`config.mk`:
```
export PLATFORM = sky130hd
export DESIGN_NAME = cau_cell
export DESIGN_NICKNAME = d
export VERILOG_FILES = /design/src/hw/rtl/cau_pkg.sv /design/src/hw/rtl/cau_cell.sv
export SDC_FILE = /design/constraint.sdc
export NUM_CORES = 1
export LEC_CHECK = 0
export BUFFER_PORTS_ARGS = -buffer_cell sky130_fd_sc_hd__clkbuf_2
export CORE_AREA = 2 2 314 316
export DETAILED_ROUTE_END_ITERATION = 10
export DIE_AREA = 0 0 316 318
export SLEW_MARGIN = 20
export SYNTH_ARGS = -nofsm -noshare
export SYNTH_HDL_FRONTEND = slang
export SYNTH_SLANG_ARGS = --single-unit
```
`constraint.sdc`:
```
create_clock -name clk -period 6.8 [get_ports clk]
set_input_delay 2.04 -clock clk [delete_from_list [all_inputs] [get_ports clk]]
set_output_delay 2.04 -clock clk [all_outputs]
set_load 0.005 [all_outputs]
```
`src/hw/rtl/cau_pkg.sv`:
```
package cau_pkg;

  localparam int DATA_WIDTH = 32;
  localparam int FRAC_BITS  = 16;
  localparam int PROD_W     = 2 * DATA_WIDTH;
  localparam int SUM_W      = PROD_W + 1;
  localparam int NUM_W      = PROD_W + FRAC_BITS;
  localparam int QUO_W      = DATA_WIDTH + 1;
  localparam int REM_W      = PROD_W;
  localparam int CMP_W      = REM_W + QUO_W;

  typedef enum logic [1:0] {
    OP_ADD = 2'd0,
    OP_SUB = 2'd1,
    OP_MUL = 2'd2,
    OP_DIV = 2'd3
  } op_t;

  typedef struct packed {
    logic                  ovf;
    logic [DATA_WIDTH-1:0] val;
  } sat_t;

  typedef struct packed {
    logic [REM_W-1:0] rem;
    logic [QUO_W-1:0] rest;
    logic [QUO_W-1:0] quo;
    logic             neg;
    logic             big;
  } lane_t;

  typedef struct packed {
    logic             valid;
    logic             is_div;
    logic             dz;
    logic [REM_W-1:0] den;
    lane_t            re;
    lane_t            im;
    sat_t             dir_re;
    sat_t             dir_im;
  } cell_t;

  function automatic sat_t saturate(input logic signed [SUM_W-1:0] v);
    logic [SUM_W-DATA_WIDTH:0] hi;
    sat_t                      s;
    hi = v[SUM_W-1:DATA_WIDTH-1];
    if ((&hi) || !(|hi)) begin
      s.ovf = 1'b0;
      s.val = v[DATA_WIDTH-1:0];
    end else begin
      s.ovf = 1'b1;
      s.val = v[SUM_W-1] ? {1'b1, {(DATA_WIDTH-1){1'b0}}} : {1'b0, {(DATA_WIDTH-1){1'b1}}};
    end
    return s;
  endfunction

endpackage

```
`src/hw/rtl/cau_cell.sv`:
```
module cau_cell (
  input  logic           clk,
  input  logic           rst,
  input  cau_pkg::cell_t in,
  output cau_pkg::cell_t out
);

  cau_pkg::cell_t out_next;

  function automatic cau_pkg::lane_t lane_step(input cau_pkg::lane_t l,
                                               input logic [cau_pkg::REM_W-1:0] d);
    logic [cau_pkg::REM_W:0] t, diff;
    logic                    ge;
    cau_pkg::lane_t          r;
    t    = {l.rem, l.rest[cau_pkg::QUO_W-1]};
    diff = t - {1'b0, d};
    ge   = (t >= {1'b0, d});
    r       = l;
    r.rem   = ge ? diff[cau_pkg::REM_W-1:0] : t[cau_pkg::REM_W-1:0];
    r.rest  = {l.rest[cau_pkg::QUO_W-2:0], 1'b0};
    r.quo   = {l.quo[cau_pkg::QUO_W-2:0], ge};
    return r;
  endfunction

  always_comb begin
    out_next    = in;
    out_next.re = lane_step(in.re, in.den);
    out_next.im = lane_step(in.im, in.den);
  end

  always_ff @(posedge clk) begin
    if (rst) begin
      out.valid <= 1'b0;
    end else begin
      out.valid <= in.valid;
    end
    out.is_div <= out_next.is_div;
    out.dz     <= out_next.dz;
    out.den    <= out_next.den;
    out.re     <= out_next.re;
    out.im     <= out_next.im;
    out.dir_re <= out_next.dir_re;
    out.dir_im <= out_next.dir_im;
  end

endmodule

```
Word level (Yosys, flattened, before mapping):

Cells that the tools add are included.

* shift operators: 0
* reductions and logical operators: 0
* multiplexer cells: 2
* bitwise gates (word level): 0
* order comparisons: 2
* add/subtract/negate cells: 2
* equal/unequal tests: 0
* div/mod/pow operators: 0
* multipliers: 0

Operator list (number)
* >= comparator 65 x 64 -> 1 bit: 2
* two-way mux 64 bit: 2
* subtractor 64 bit: 2

* logic and storage cells: 24
* output and inout bits: 397
* latch bits: 0
* memory bits (read-only): 0
* register bits after elaboration: 395
* RAM bits: 0
* memories: 0
* input port bits: 399

Logic depth before layout (Yosys ltp):

* depth in word-level cells: 2
* mapped depth: 15
* mapped depth without buffers: 13

Worst setup path after synthesis:

OpenSTA, ideal clock, no wires.

* path kind: input to register
* from: input port in[366] in the netlist's numbering
* to: register out[144] in the netlist's numbering
* library setup time: 0.123 ns
* arrival: 4.460 ns
* buffers on the path: 3
* stages: 13
* path slack: 2.216 ns
* required time: 6.677 ns
* cells stage by stage: inv_1 > ha_1 > buf_2 > nand4_1 > or3_1 > o221ai_1 > a41oi_1 > o21ai_1 > a31oi_1 > o21ai_1 > buf_8 > buf_4 > mux2_1

RTL lines
* start: declaration: RTL line cau_cell.sv:4 `input cau_pkg::cell_t in,`
* end: declaration: RTL line cau_cell.sv:5 `output cau_pkg::cell_t out`

==> impl_metrics.ini <==
[grt]
grt_busiest_layer = met2
grt_pass1_vias = 17092
grtUsageMet3 = 0.0668
grt_antenna_before_repair = 34
grt_pass1_wl_um = 132000
grt_overflow = 0
grt_max_degree = 85
use_met2 = 0.348
track_usage = 0.187
grt_use_met1 = 0.199

[place]
gp_congestion = 0.903
port_buffers = 791
dpl.hpwl_um = 85300
place_area_um2 = 22900

[setup_path]
critPathLaunchType = input port
worstPathCellList = clkbuf_2 -> inv_1 -> ha_1 -> nor2b_1 -> o21bai_1 -> and4_1 -> o21ai_0 -> and3_1 -> nor2_1 -> o21ai_1 -> o21ai_0 -> xnor2_1 -> a21oi_1
critPathMaxStageDelay_ns = 0.62
cp_max_fo = 5
crit_slowest_cell = nor2_1
crit_arrival_ns = 5.71
critical_path_required_ns = 7.28
path_common_cell = o21ai_0
path_buf_inv = 2
cpLargestDelayFamily = compound AO/OA/AOI/OAI gates
path_class = input port to register
critPathCaptureType = register

[clock_network]
cts_root_buffer = clkbuf_16
clkSlewWorstSetupHoldPaths_ns = 0.06
cts_resized = 0
numCtsBuffers = 49
cts_tree = yes
clock_path_buffers = 3
post_cts_buffers = 0
hold_buffers = 0
cts.sinks = 395
htree_levels = 2

[floorplan]
ios = 796
start_util = 0.181
die_w_um = 316
die_y_um = 318
rows = 115
core-area_um2 = 97400
dieArea_um2 = 100000

[final_layout]
regMostFlops = out
drive_gt1_frac = 0.340
largest_register_ffs = 395
fin_nets = 3228
largestRegisters = out x395
final_core_util = 0.252
multiInputGateArea_um2 = 8960
fin_area_um2 = 24600
seq_area_um2 = 7910
nFillCells = 10706
syn2layout_area_growth_pct = 39.5

[job]
cap_violations = 0

[synthesis]
yosys_register_bits = 395
netlist_top_cells_area = dfxtp_1 45%, ha_1 9.1%, a21oi_1 6.8%
synthArstFlopShare = 0
ys_types = 85
syn_avg_cell_area_um2 = 9.16
yosys.area.top_type_share = 0.449
synth_top_area_cell = dfxtp_1
synth_flop_cell = dfxtp_1
syn_area_um2 = 17600
synth_edf_count = 0
ys_seq_area_frac = 0.449
ys_warn_count = 0
syn-instance-count = 1923

[route]
drtIter0Drc = 1024
avgRoutedWirePerCell_um = 24.4
finalWirelength_um = 98400
drc = 0
ant_nets = 0
viasPerCell = 4.32
num_vias = 17432
dr.pass1.iters = 5

[hold_path]
holdPathStages = 1
hp-start = in[205]
min_to = out[206]
hold_class = input port to register

[sta]
max_slew.worst_pin.slew_ns = 0.791
final-setup-viol-count = 0
rsz0062_at_grt = false
slew_headroom = 0.467
fin_crit_ns = 5.23
post-route-period-util = 0.769
timing.fmax_ghz = 0.191
hold_viol_final = 0
timing.hold.ws_ns = 1.51
slew_viol_final = 0
timing.setup.tns_ns = 0

[power]
switchingPower_mw = 2.19
p_int_mw = 4.78
seq_power_share = 0.380
p_total_mw = 6.97
p_per_area_nw_per_um2 = 284
clkPwrFrac = 0.388
combPwrFrac = 0.232
power.leakage_nw = 11.7
vdd_drop_max_mv = 0.170
switching_share = 0.314

[run_status]
status = complete, no violations
==> power groups by stage <==
stage / combinational, mW / clock (mW) / sequential [mW]
after global routing: 1.77 / 2.89 / 2.67
after floorplan: 0.806 / 0 / 2.72
after CTS: 1.64 / 2.81 / 2.66
final: 1.62 / 2.71 / 2.65
after global placement: 1.63 / 0 / 2.71
after detailed placement: 1.62 / 0 / 2.70
==> cells in the mapped netlist, types with 16 or more instances <==
cell type  count
ha_1         128
dfxtp_1      395
nor2_1       184
a21o_1        52
xnor2_1       63
o21ai_0       84
nand4_1       39
nand2b_1      16
nor3_1        28
nand2_1      131
a21oi_1      241
buf_2         37
mux2_1        22
xor2_1        55
o21bai_1      30
inv_1         92
a31oi_1       18
clkbuf_1      28
nand3_1       33
==> how the worst max path moves through the flow <==
stage / start / to / slack (ns) / cells after the start
after floorplan: in[366] / out[144] / 2.22 / 13
after global routing: in[357] / out[289] / 1.36 / 15
final: in[331] / out[325] / 1.57 / 13
after global placement: in[357] / out[288] / 0.88 / 15
after detailed placement: in[357] / out[278] / 0.85 / 13
after CTS: in[357] / out[289] / 1.51 / 15
==> cell type report <==
type	instances	area share
Sequential cell	395	0.322
Clock buffer	65	0.0565
Clock inverter	26	0.0108
Tap cell	1287	0.0655
Inverter	93	0.0142
Timing Repair Buffer	804	0.166
Multi-Input combinational cell	1356	0.365
Antenna cell	6	0.000611
==> cells in the final DEF (no fill, tap or decap), drive strengths merged, types with 19 or more instances in the layout <==
cell    Yosys  final
a21o       52     52
a21oi     246    246
a31oi      19     19
clkbuf     31    856
dfxtp     395    395
ha        128    128
inv        93     95
mux2       34     34
nand2     131    131
nand3      33     33
nand4      39     39
nor2      185    185
nor3       29     29
o21ai      99     99
o21bai     30     30
xnor2      63     63
xor2       55     55
==> logic make-up after synthesis <==
| kind of cell | share of synthesized area |
|---|---|
| fa+ha+maj | 0.0932 |
| compound gates | 0.201 |
| simple gates | 0.132 |
| xor+xnor | 0.0587 |
| mux | 0.0223 |
| buf+inv | 0.0430 |
| flops | 0.449 |
| other cells | 0.000213 |
==> through the flow <==
stage,worst slack (ns),cells
after floorplan,2.22,1924
after global placement,0.881,3935
after detailed placement,0.852,3935
after CTS,1.51,4026
after global routing,1.36,4027
final,1.57,4032
==> per-layer routing <==
metal | wire, um | part of all wire
met5 | 282 | 0.0029
met4 | 2120 | 0.022
met3 | 8840 | 0.090
met2 | 50800 | 0.52
met1 | 36300 | 0.37
Note: power is estimated with default switching activity, not from simulation.
